`src/jpp_pkg.sv`:
```
package jpp_pkg;

    localparam int MaxDepth = 7;

    localparam int LvlW = 3;
    localparam int CntW = 5;
    localparam int TotW = 6;
    localparam int PcW  = 4;

    localparam logic [7:0] ChNewline = 8'h0A;
    localparam logic [7:0] ChSpace   = 8'h20;
    localparam logic [7:0] ChQuote   = 8'h22;
    localparam logic [7:0] ChComma   = 8'h2C;
    localparam logic [7:0] ChColon   = 8'h3A;
    localparam logic [7:0] ChLbrack  = 8'h5B;
    localparam logic [7:0] ChBslash  = 8'h5C;
    localparam logic [7:0] ChRbrack  = 8'h5D;
    localparam logic [7:0] ChLbrace  = 8'h7B;
    localparam logic [7:0] ChRbrace  = 8'h7D;

    typedef enum logic [1:0] {
        K_CHAR,
        K_COLON,
        K_COMMA,
        K_CLOSE
    } kind_t;

    typedef enum logic [2:0] {
        OP_WAIT,
        OP_PRE,
        OP_POST,
        OP_CHR,
        OP_SP1,
        OP_NL,
        OP_SPC
    } op_t;

    typedef enum logic [1:0] {
        LV_PRE,
        LV_MAIN,
        LV_POST
    } lvsel_t;

    typedef struct packed {
        op_t            op;
        lvsel_t         lvl;
        logic           disp;
        logic [PcW-1:0] tgt;
    } uword_t;

    typedef struct packed {
        logic [7:0]      ch;
        kind_t           kind;
        logic            pre;
        logic [LvlW-1:0] pre_lvl;
        logic [LvlW-1:0] main_lvl;
        logic            post;
        logic [LvlW-1:0] post_lvl;
        logic            ovf;
        logic [TotW-1:0] total;
    } item_t;

    localparam logic [PcW-1:0] PcWait  = 4'd0;
    localparam logic [PcW-1:0] PcPre   = 4'd1;
    localparam logic [PcW-1:0] PcChar  = 4'd4;
    localparam logic [PcW-1:0] PcColon = 4'd5;
    localparam logic [PcW-1:0] PcColSp = 4'd6;
    localparam logic [PcW-1:0] PcComma = 4'd7;
    localparam logic [PcW-1:0] PcClose = 4'd10;
    localparam logic [PcW-1:0] PcClChr = 4'd12;
    localparam logic [PcW-1:0] PcPost  = 4'd13;

    function automatic uword_t ucode(input logic [PcW-1:0] pc);
        uword_t w;
        w = '{OP_WAIT, LV_PRE, 1'b0, PcPre};
        case (pc)
            4'd0:    w = '{OP_WAIT, LV_PRE,  1'b0, PcPre};
            4'd1:    w = '{OP_PRE,  LV_PRE,  1'b1, PcWait};
            4'd2:    w = '{OP_NL,   LV_PRE,  1'b1, PcWait};
            4'd3:    w = '{OP_SPC,  LV_PRE,  1'b1, PcWait};
            4'd4:    w = '{OP_CHR,  LV_MAIN, 1'b0, PcPost};
            4'd5:    w = '{OP_CHR,  LV_MAIN, 1'b0, PcColSp};
            4'd6:    w = '{OP_SP1,  LV_MAIN, 1'b0, PcPost};
            4'd7:    w = '{OP_CHR,  LV_MAIN, 1'b0, 4'd8};
            4'd8:    w = '{OP_NL,   LV_MAIN, 1'b0, PcPost};
            4'd9:    w = '{OP_SPC,  LV_MAIN, 1'b0, PcPost};
            4'd10:   w = '{OP_NL,   LV_MAIN, 1'b0, PcClChr};
            4'd11:   w = '{OP_SPC,  LV_MAIN, 1'b0, PcClChr};
            4'd12:   w = '{OP_CHR,  LV_MAIN, 1'b0, PcPost};
            4'd13:   w = '{OP_POST, LV_POST, 1'b0, PcWait};
            4'd14:   w = '{OP_NL,   LV_POST, 1'b0, PcWait};
            4'd15:   w = '{OP_SPC,  LV_POST, 1'b0, PcWait};
            default: w = '{OP_WAIT, LV_PRE,  1'b0, PcPre};
        endcase
        return w;
    endfunction

    function automatic logic [PcW-1:0] entry(input kind_t k);
        logic [PcW-1:0] a;
        case (k)
            K_CHAR:  a = PcChar;
            K_COLON: a = PcColon;
            K_COMMA: a = PcComma;
            K_CLOSE: a = PcClose;
            default: a = PcChar;
        endcase
        return a;
    endfunction

    // Newline plus four spaces per level.
    function automatic logic [TotW-1:0] run_len(input logic [LvlW-1:0] lvl);
        return {1'b0, lvl, 2'b00} + TotW'(1);
    endfunction

endpackage

```
`src/json_pretty_printer.sv`:
```
// Channel   Direction  Payload
// s_*       in         tdata: in_byte[7:0]; tlast: stream_end
// m_*       out        tdata: out_byte[7:0]; tlast: run_last; tuser: depth_overflow
//
// A request runs three control steps plus one emitting step per output character,
// and the longest request emits 59 characters.
// The microcode sequencer emits at most one character per step.
// Reset clears the nesting state, the sequencer and the output valid flag.
// While the output register is full and m_tready is low, the sequencer holds on
// its emitting step.
module json_pretty_printer
    import jpp_pkg::*;
(
    input  logic       clk,
    input  logic       rst_n,
    input  logic       s_tvalid,
    output logic       s_tready,
    input  logic [7:0] s_tdata,   // in_byte[7:0]
    input  logic       s_tlast,
    output logic       m_tvalid,
    input  logic       m_tready,
    output logic [7:0] m_tdata,   // out_byte[7:0]
    output logic       m_tlast,
    output logic       m_tuser    // depth_overflow
);

    item_t item;
    logic  take;

    assign take = s_tvalid && s_tready;

    jpp_front u_front (
        .clk     (clk),
        .rst_n   (rst_n),
        .in_byte (s_tdata),
        .in_end  (s_tlast),
        .take    (take),
        .item    (item)
    );

    jpp_seq u_seq (
        .clk       (clk),
        .rst_n     (rst_n),
        .in_valid  (s_tvalid),
        .in_ready  (s_tready),
        .item_in   (item),
        .out_valid (m_tvalid),
        .out_ready (m_tready),
        .out_byte  (m_tdata),
        .out_last  (m_tlast),
        .out_flag  (m_tuser)
    );

endmodule

```
`src/jpp_front.sv`:
```
module jpp_front
    import jpp_pkg::*;
(
    input  logic       clk,
    input  logic       rst_n,
    input  logic [7:0] in_byte,
    input  logic       in_end,
    input  logic       take,
    output item_t      item
);

    logic            inside_reg, inside_next;
    logic [7:0]      prev_reg, prev_next;
    logic [LvlW-1:0] depth_reg, depth_next;
    logic            pend_reg, pend_next;
    logic            ovf_reg, ovf_next;

    logic            collapse;
    logic [TotW-1:0] pre_len, main_len, post_len;

    always_comb
    begin
        inside_next   = inside_reg;
        depth_next    = depth_reg;
        pend_next     = pend_reg;
        ovf_next      = ovf_reg;
        prev_next     = in_byte;
        item.ch       = in_byte;
        item.kind     = K_CHAR;
        item.pre      = 1'b0;
        item.pre_lvl  = depth_reg;
        item.main_lvl = depth_reg;
        collapse      = pend_reg &&
                        ((in_byte == ChRbrace && prev_reg == ChLbrace) ||
                         (in_byte == ChRbrack && prev_reg == ChLbrack));
        if (inside_reg)
        begin
            if (in_byte == ChQuote && prev_reg != ChBslash)
            begin
                inside_next = 1'b0;
            end
        end
        else if (collapse)
        begin
            pend_next = 1'b0;
            if (depth_reg != '0)
            begin
                depth_next = depth_reg - LvlW'(1);
            end
        end
        else
        begin
            item.pre  = pend_reg;
            pend_next = 1'b0;
            case (in_byte)
                ChLbrace, ChLbrack:
                begin
                    if (depth_reg >= LvlW'(MaxDepth))
                    begin
                        ovf_next = 1'b1;
                    end
                    else
                    begin
                        depth_next = depth_reg + LvlW'(1);
                    end
                    pend_next = 1'b1;
                end
                ChComma:
                begin
                    item.kind = K_COMMA;
                end
                ChRbrace, ChRbrack:
                begin
                    item.kind = K_CLOSE;
                    if (depth_reg == '0)
                    begin
                        ovf_next = 1'b1;
                    end
                    else
                    begin
                        depth_next = depth_reg - LvlW'(1);
                    end
                    item.main_lvl = depth_next;
                end
                ChQuote:
                begin
                    inside_next = 1'b1;
                end
                ChColon:
                begin
                    item.kind = K_COLON;
                end
                default:
                begin
                    item.kind = K_CHAR;
                end
            endcase
        end
        item.post     = in_end && pend_next;
        item.post_lvl = depth_next;
        item.ovf      = ovf_next;

        pre_len = item.pre ? run_len(item.pre_lvl) : '0;
        case (item.kind)
            K_CHAR:  main_len = TotW'(1);
            K_COLON: main_len = TotW'(2);
            K_COMMA: main_len = run_len(item.main_lvl) + TotW'(1);
            K_CLOSE: main_len = run_len(item.main_lvl) + TotW'(1);
            default: main_len = TotW'(1);
        endcase
        post_len   = item.post ? run_len(item.post_lvl) : '0;
        item.total = pre_len + main_len + post_len;

        if (in_end)
        begin
            inside_next = 1'b0;
            prev_next   = '0;
            depth_next  = '0;
            pend_next   = 1'b0;
            ovf_next    = 1'b0;
        end
    end

    always_ff @(posedge clk or negedge rst_n)
    begin
        if (!rst_n)
        begin
            inside_reg <= 1'b0;
            prev_reg   <= '0;
            depth_reg  <= '0;
            pend_reg   <= 1'b0;
            ovf_reg    <= 1'b0;
        end
        else if (take)
        begin
            inside_reg <= inside_next;
            prev_reg   <= prev_next;
            depth_reg  <= depth_next;
            pend_reg   <= pend_next;
            ovf_reg    <= ovf_next;
        end
    end

endmodule

```
`src/jpp_seq.sv`:
```
module jpp_seq
    import jpp_pkg::*;
(
    input  logic       clk,
    input  logic       rst_n,
    input  logic       in_valid,
    output logic       in_ready,
    input  item_t      item_in,
    output logic       out_valid,
    input  logic       out_ready,
    output logic [7:0] out_byte,
    output logic       out_last,
    output logic       out_flag
);

    logic [PcW-1:0]  pc_reg, pc_next;
    item_t           item_reg, item_next;
    logic [CntW-1:0] cnt_reg, cnt_next;
    logic [TotW-1:0] rem_reg, rem_next;
    logic            m_valid_reg, m_valid_next;
    logic [7:0]      m_byte_reg, m_byte_next;
    logic            m_last_reg, m_last_next;
    logic            m_flag_reg, m_flag_next;

    uword_t          uw;
    logic [LvlW-1:0] lvl;
    logic [PcW-1:0]  target;
    logic            out_free;
    logic            emit;
    logic [7:0]      emit_byte;

    always_comb
    begin
        uw       = ucode(pc_reg);
        target   = uw.disp ? entry(item_reg.kind) : uw.tgt;
        out_free = !m_valid_reg || out_ready;
        case (uw.lvl)
            LV_PRE:  lvl = item_reg.pre_lvl;
            LV_MAIN: lvl = item_reg.main_lvl;
            LV_POST: lvl = item_reg.post_lvl;
            default: lvl = item_reg.main_lvl;
        endcase
    end

    always_comb
    begin
        pc_next   = pc_reg;
        item_next = item_reg;
        cnt_next  = cnt_reg;
        in_ready  = 1'b0;
        emit      = 1'b0;
        emit_byte = ChSpace;
        case (uw.op)
            OP_WAIT:
            begin
                in_ready = 1'b1;
                if (in_valid)
                begin
                    item_next = item_in;
                    pc_next   = uw.tgt;
                end
            end
            OP_PRE:
            begin
                pc_next = item_reg.pre ? pc_reg + PcW'(1) : target;
            end
            OP_POST:
            begin
                pc_next = item_reg.post ? pc_reg + PcW'(1) : target;
            end
            OP_CHR:
            begin
                emit_byte = item_reg.ch;
                if (out_free)
                begin
                    emit    = 1'b1;
                    pc_next = target;
                end
            end
            OP_SP1:
            begin
                if (out_free)
                begin
                    emit    = 1'b1;
                    pc_next = target;
                end
            end
            OP_NL:
            begin
                emit_byte = ChNewline;
                if (out_free)
                begin
                    emit     = 1'b1;
                    cnt_next = {lvl, 2'b00};
                    pc_next  = (lvl == '0) ? target : pc_reg + PcW'(1);
                end
            end
            OP_SPC:
            begin
                if (out_free)
                begin
                    emit     = 1'b1;
                    cnt_next = cnt_reg - CntW'(1);
                    pc_next  = (cnt_reg == CntW'(1)) ? target : pc_reg;
                end
            end
            default:
            begin
                pc_next = PcWait;
            end
        endcase
    end

    always_comb
    begin
        m_valid_next = m_valid_reg;
        m_byte_next  = m_byte_reg;
        m_last_next  = m_last_reg;
        m_flag_next  = m_flag_reg;
        rem_next     = rem_reg;
        if (uw.op == OP_WAIT && in_valid)
        begin
            rem_next = item_in.total;
        end
        if (emit)
        begin
            m_valid_next = 1'b1;
            m_byte_next  = emit_byte;
            m_last_next  = (rem_reg == TotW'(1));
            m_flag_next  = item_reg.ovf;
            rem_next     = rem_reg - TotW'(1);
        end
        else if (out_ready)
        begin
            m_valid_next = 1'b0;
        end
    end

    always_ff @(posedge clk or negedge rst_n)
    begin
        if (!rst_n)
        begin
            pc_reg      <= PcWait;
            m_valid_reg <= 1'b0;
        end
        else
        begin
            pc_reg      <= pc_next;
            m_valid_reg <= m_valid_next;
        end
    end

    always_ff @(posedge clk)
    begin
        item_reg   <= item_next;
        cnt_reg    <= cnt_next;
        rem_reg    <= rem_next;
        m_byte_reg <= m_byte_next;
        m_last_reg <= m_last_next;
        m_flag_reg <= m_flag_next;
    end

    assign out_valid = m_valid_reg;
    assign out_byte  = m_byte_reg;
    assign out_last  = m_last_reg;
    assign out_flag  = m_flag_reg;

endmodule
```
`config.mk`:
```
export PLATFORM = sky130hd
export DESIGN_NAME = json_pretty_printer
export DESIGN_NICKNAME = d
export VERILOG_FILES = /design/src/jpp_pkg.sv /design/src/json_pretty_printer.sv /design/src/jpp_front.sv /design/src/jpp_seq.sv
export SDC_FILE = /design/constraint.sdc
export NUM_CORES = 1
export LEC_CHECK = 0
export BUFFER_PORTS_ARGS = -buffer_cell sky130_fd_sc_hd__clkbuf_2
export CORE_MARGIN = 1.5
export CORE_UTILIZATION = 45
export DETAILED_ROUTE_END_ITERATION = 8
export HOLD_SLACK_MARGIN = 0.06
export SLEW_MARGIN = 20
export SYNTH_ARGS = -nofsm -noshare
export SYNTH_HDL_FRONTEND = slang
export SYNTH_SLANG_ARGS = --single-unit
```
`constraint.sdc`:
```
create_clock -name clk -period 3.4 [get_ports clk]
set_input_delay 0.68 -clock clk [delete_from_list [all_inputs] [get_ports clk]]
set_output_delay 0.68 -clock clk [all_outputs]
set_load 0.03 [all_outputs]
```
Yosys cells after proc, flatten, opt, wreduce, memory -nomap -nowiden
Memories as Yosys holds them, arrays and structs flattened.
Cells that the tools add are included.
Widths: inputs -> output; s select.
{"block": "op_classes", "addsub": 11, "shifts": 0, "eq_ne": 30, "bitwise": 0, "n_reduce_logical": 28, "n_mux": 55, "n_div": 0, "magnitude_cmp": 1, "mul": 0}
{"op": "$eq 8x7->1 const B", "n": 6}
{"op": "$mux 4", "n": 9}
{"op": "$mux 3", "n": 11}
{"op": "$eq 8x6->1 const B", "n": 3}
{"op": "$mux 6", "n": 4}
{"op": "$pmux 4 s6", "n": 1}
{"op": "$mux 1", "n": 19}
{"op": "$add 5x1->6 const B", "n": 3}
{"op": "$pmux 6 s3", "n": 1}
{"op": "$pmux 4 s4", "n": 1}
{"op": "$pmux 8 s2", "n": 1}
{"op": "$add 6x6->6", "n": 2}
{"op": "$pmux 3 s2", "n": 2}
{"op": "$eq 2x2->1 const B", "n": 5}
{"op": "$mux 5", "n": 2}
{"op": "$pmux 5 s2", "n": 1}
{"op": "$eq 3x3->1 const B", "n": 3}
{"op": "$logic_not 3->1", "n": 3}
{"op": "$mux 8", "n": 1}
{"op": "$ne 2x1->1 const B", "n": 4}
{"op": "$ne 8x7->1 const B", "n": 1}
{"op": "$reduce_or 2->1", "n": 4}
{"op": "$logic_and 1x1->1", "n": 7}
{"op": "$add 6x1->6 const B", "n": 1}
{"op": "other kinds (23)", "n": 30}
{"block": "totals", "word_cells": 146, "ram_bits": 0, "output_inout_bits": 12, "mem_count": 1, "mem_bits_ro": 160, "in_bits": 13, "latchBits": 0, "ff_bits": 62}
{"memory": "(no name shown)", "words": 16, "word_bits": 10, "read_ports": 1, "rd_ports_with_merged_regs": 0, "write_ports": 0, "line_no": "jpp_pkg.sv:76", "rtl": "case (pc)"}

Depth between registers and ports, before layout
{"block": "depth", "ltp_word": 13, "depth_mapped": 15, "depth_no_buf": 15}

Cells and area by module
Synthesis repeated with hierarchy kept, for this count alone.
{"block": "unflattened", "cells_unflattened": 448, "hier_area_um2": 4433.0}
{"mod": "jpp_seq", "cells_per_inst": 246, "n_inst": 1, "area_each_um2": 2735.1}
{"mod": "jpp_front", "cells_per_inst": 201, "n_inst": 1, "area_each_um2": 1691.6}
{"mod": "json_pretty_printer", "cells_per_inst": 1, "n_inst": 1, "area_each_um2": 6.3}

Worst setup path after synthesis
Ideal clock, no wire load.
{"block": "synth_timing", "path_type": "input to register", "start": "input s_tdata[1]", "end": "register u_seq.rem_reg[5] (data pin)", "setup_time_ps": 270, "required_ps": 3130, "t_arrival_ps": 3202, "path_slack_ps": -73, "stages": 12, "cell_sequence": "nand4b_1 > nor2_2 > nand3_1 > or3_1 > a21oi_1 > nor3_1 > fa_1 > ha_1 > a21o_1 > a21oi_1 > xnor2_1 > mux2i_1"}
{"block": "synth_via", "elab_chain_len": 13, "word_cells_on_any_way": 40, "cone_classes": "add/sub: 5; eq/ne: 9; mux: 17; reduce/logical: 9"}
{"item": "from (decl)", "line_no": "json_pretty_printer.sv:18", "rtl": "input logic [7:0] s_tdata,"}
{"item": "$eq 8x7->1, on equally long branches", "line_no": "jpp_front.sv:34, jpp_front.sv:55, jpp_front.sv:35"}
{"item": "$logic_and 1x1->1, on equally long branches", "line_no": "jpp_front.sv:34, jpp_front.sv:35"}
{"item": "$logic_or 1x1->1", "line_no": "jpp_front.sv:34", "rtl": "((in_byte == ChRbrace && prev_reg == ChLbrace) ||"}
{"item": "$logic_and 1x1->1", "line_no": "jpp_front.sv:33", "rtl": "collapse = pend_reg &&"}
{"item": "$mux 3", "line_no": "jpp_front.sv:43", "rtl": "else if (collapse)"}
{"item": "$mux 3", "line_no": "jpp_front.sv:36", "rtl": "if (inside_reg)"}
{"item": "$add 5x1->6 / $eq 2x2->1 (equally long branches)", "line_no": "jpp_pkg.sv:112, jpp_front.sv:104"}
{"item": "$add 6x1->6 / $reduce_or 2->1 (equally long branches)"}
{"item": "$pmux 6 s3", "line_no": "jpp_front.sv:104", "rtl": "case (item.kind)"}
{"item": "$add 6x6->6", "line_no": "jpp_front.sv:112", "rtl": "item.total = pre_len + main_len + post_len;"}
{"item": "$add 6x6->6 (*)", "line_no": "jpp_front.sv:112"}
{"item": "$mux 6 (*)", "line_no": "jpp_seq.sv:121", "rtl": "if (uw.op == OP_WAIT && in_valid)"}
{"item": "$mux 6 (*)", "line_no": "jpp_seq.sv:125", "rtl": "if (emit)"}
{"item": "via u_seq.rem_next[5]", "line_no": "jpp_seq.sv:19", "rtl": "logic [TotW-1:0] rem_reg, rem_next;"}
{"item": "to (signal assigned)", "line_no": "jpp_seq.sv:157", "rtl": "rem_reg <= rem_next;"}
{"item": "to (decl)", "line_no": "jpp_seq.sv:19"}
Mark *: on every way through the listed nets, which the timed path passes. The rest lies on a longest branch. The select of a mux whose other input is x is not followed.
A chain may end at the register's enable or synchronous reset.

==> results by group <==
Synthesis
  – Synth Instances: 463
  – Adder-cell share of the synthesized area: 8.09%
  – Syn_nets: 502
  – Post-synthesis compound-gate area fraction: 18.0%
  – EDFF count, synth: 43
  – Async set-reset flop share out of synthesis: 30.6%
  – Post-synthesis register bit count: 62
  – Sequential fraction of the synthesis area: 40.2%
  – Largest family of logic cells by synthesized area: simple AND/OR/NAND/NOR gates
  – Multiplexer area fraction after synthesis: 3.27%
  – Post-Synth XOR/XNOR Area: 2.96%
  – Most used DFF post-synth: edfxtp_1
  – YS warnings: 0
  – Syn Std Cell Area: 0.00439 mm2
  – Post-Syn Area per Cell: 9.49 um2
  – Post-synthesis simple-gate area fraction: 22.8%
  – Netlist cell types: 74

Global route
  – Number of global-route vias before repair: 3,759
  – Grt ovf: 0
  – Initial antenna violation count: 0
  – Largest net degree at the start of global routing: 27
  – First-pass GRT wire length: 18,600 um
  – Total GRT Usage: 23.6%

Clocking
  – Clock slew at reported path FFs: 70 ps
  – Worst-Skew Late Latency: 350 ps
  – TritonCTS buffer count: 9
  – Clock tree buffer depth: 2
  – H-tree depth: 3
  – Clock tree sinks: 62
  – CTS tree: built
  – CTS Root Cell: clkbuf_8

Route
  – Highest metal used: met4
  – DR iter-0 viols: 158
  – Routed WL per cell: 17.2 um
  – Via/cell ratio: 5.64
  – Drt first pass iters: 5
  – Via Count: 3,782
  – Wire length on met2: 5470 um
  – DRC Markers: 0
  – Met3 Wirelength: 424 um
  – DRT Wirelength: 11,500 um
  – Antenna viol nets, final: 0
  – Met1 wire length: 5260 um

STA
  – Hold Fails Final Rpt: 0
  – PnR worst setup slack: 93.6 ps
  – Setup violators final: 0
  – Max Freq: 302 MHz
  – Setup TNS: 0 ps
  – Final Max Tran Viols: 0
  – Slew headroom: 42.7%
  – Fin Clk Skew: 13.0 ps
  – Period minus WS final: 3310 ps
  – Final hold slack: 322 ps
  – Slew @ Worst Pin: 859 ps
  – Final worst-path cycle share: 97.2%

Layout
  – Max reg flops: 22
  – Final Non-Filler Cells: 670
  – Final net count: 575
  – Commonest non-fill, non-tap cell in the layout: buf_4
  – Ant diodes: 0
  – Final core utilization: 57.0%
  – Layout cells sized above 1: 23.3%
  – Most frequent cells in the layout: buf_4 (58), nor2_1 (45), edfxtp_1 (43), nand2_1 (41), inv_1 (26)
  – Design area: 0.00535 mm2
  – Layout fillers: 855
  – Area grow syn2layout: 21.6%

Place
  – Worst Setup Slack post-DPL: -247 ps
  – RD Place Congestion: 0.910
  – Hpwl dp: 8610 um
  – PortBufs: 24
  – DP Cell Count: 651
  – Area after DPL: 0.00500 mm2

Power and ir drop
  – Final Power: 4.95 mW
  – Clk pwr share: 16.1%
  – P_int: 2.74 mW
  – Peak supply drop: 0.000420 V
  – Combinational power share: 55.6%
  – Seq pwr share: 28.3%
  – Switch Pwr: 2.22 mW
  – Switching portion of total power: 44.7%
  – Pleak: 2.21 nW
  – PwrDens: 927 mW/mm2

Worst setup path
  – Critical path startpoint: u_front.depth_reg[0]
  – Crit path kind: reg2reg
  – FF-to-FF path depth: 15
  – Worst Path Max Fanout: 3
  – RR Endpoint: u_seq.rem_reg[5]
  – Reg2Reg Setup Slack: 90 ps
  – Setup crit end: u_seq.rem_reg[5]
  – CP endpoint kind: flip-flop
  – Crit path DAT: 3390 ps
  – Startpoint Class: flip-flop
  – Worst r2r src: u_front.depth_reg[0]
  – Req. time, crit path: 3490 ps

Floorplanning
  – Full die area: 0.0104 mm2
  – Starting Density: 46.9%
  – Die W: 102 um
  – Row count: 35
  – I/O pins: 25
  – Die Ht: 102 um
  – Placeable Area: 0.00937 mm2

Hold path
  – Hold/Removal Path Class: in2async

Run status
  – Status: completed

Job
  – # Max-Cap Violations: 0
-- how the worst min path moves through the flow --
stage                           endpoint  slack, ps  depth (start not counted)
floorplan           u_front.depth_reg[0]        380                          0
CTS                     u_front.pend_reg        330                          1
global placement          u_seq.out_flag        400                          0
finish               u_front.prev_reg[5]        320                          1
global route         u_front.prev_reg[5]        360                          1
detailed placement        u_seq.out_flag        400                          0
-- synthesized netlist by cell type (5+ instances only) --
master,n,share of area (%)
xnor2_1,7,1.4
nand2b_1,15,2.1
nor2b_1,12,1.7
nand3_1,9,1.0
mux2i_1,11,2.5
a31oi_1,11,1.6
o211ai_1,7,1.2
clkbuf_1,9,0.77
edfxtp_1,43,29
nor3_1,14,1.6
a21o_1,6,1.0
and4b_1,5,1.1
dfrtp_1,19,11
buf_2,8,0.91
and2_1,7,1.0
ha_1,22,6.3
o21ai_0,25,2.8
nand2_1,41,3.5
nor2_1,45,3.8
xor2_1,6,1.2
a21oi_1,16,1.8
inv_1,26,2.2
-- worst max-delay path, stage by stage (launching register included) --
cell	delay [ps]
dfrtp_1	380
ha_2	200
ha_4	140
a31oi_2	40
nor2b_2	190
o32ai_2	310
a21oi_2	70
o22ai_2	190
nand2_1	120
fa_1	560
inv_1	70
ha_4	250
a21o_1	170
a21oi_2	150
xnor2_1	130
mux2i_1	80
-- logic make-up (layout without fill, tap and decap cells) --
kind of cell             count (synthesis)  after routing
AO/OA/AOI/OAI                          114            114
XOR/XNOR                                14             14
adder cells (fa/ha/maj)                 26             26
buffers and inverters                   47            125
flip-flops                              62             62
multiplexers                            14             14
AND/OR/NAND/NOR                        186            186
-- repair_timing --
item | 4_1_cts | 5_1_grt
buffers inserted | 2 | 1
setup endpoints to repair | 2 | 4
hold buffers | 0 | 0
gates resized for setup | 1 | 12
pin swaps | 2 | 6
-- power groups by stage --
stage,combinational [mW],clock (mW),sequential (mW)
after floorplan,1.89,0,1.48
after global placement,2.69,0,1.41
after detailed placement,2.73,0,1.42
after CTS,2.74,0.815,1.40
after global routing,3.05,0.839,1.44
final,2.75,0.796,1.40
-- per-layer routing --
layer	up-vias	GRT usage, %
met5	-	0
met4	0	9.48
met3	28	4.51
met2	84	38.4
met1	1822	31.1
li1	1848	-
-- layout make-up --
class / instances / area (um2) / area share, %
Tap cell: 129 / 161 / 3.02
Clock buffer: 9 / 124 / 2.32
Clock inverter: 7 / 121 / 2.27
Inverter: 27 / 101 / 1.90
Timing Repair Buffer: 82 / 556 / 10.4
Sequential cell: 62 / 1770 / 33.1
Multi-Input combinational cell: 354 / 2510 / 47.1
Note: power is estimated with default switching activity, not from simulation.
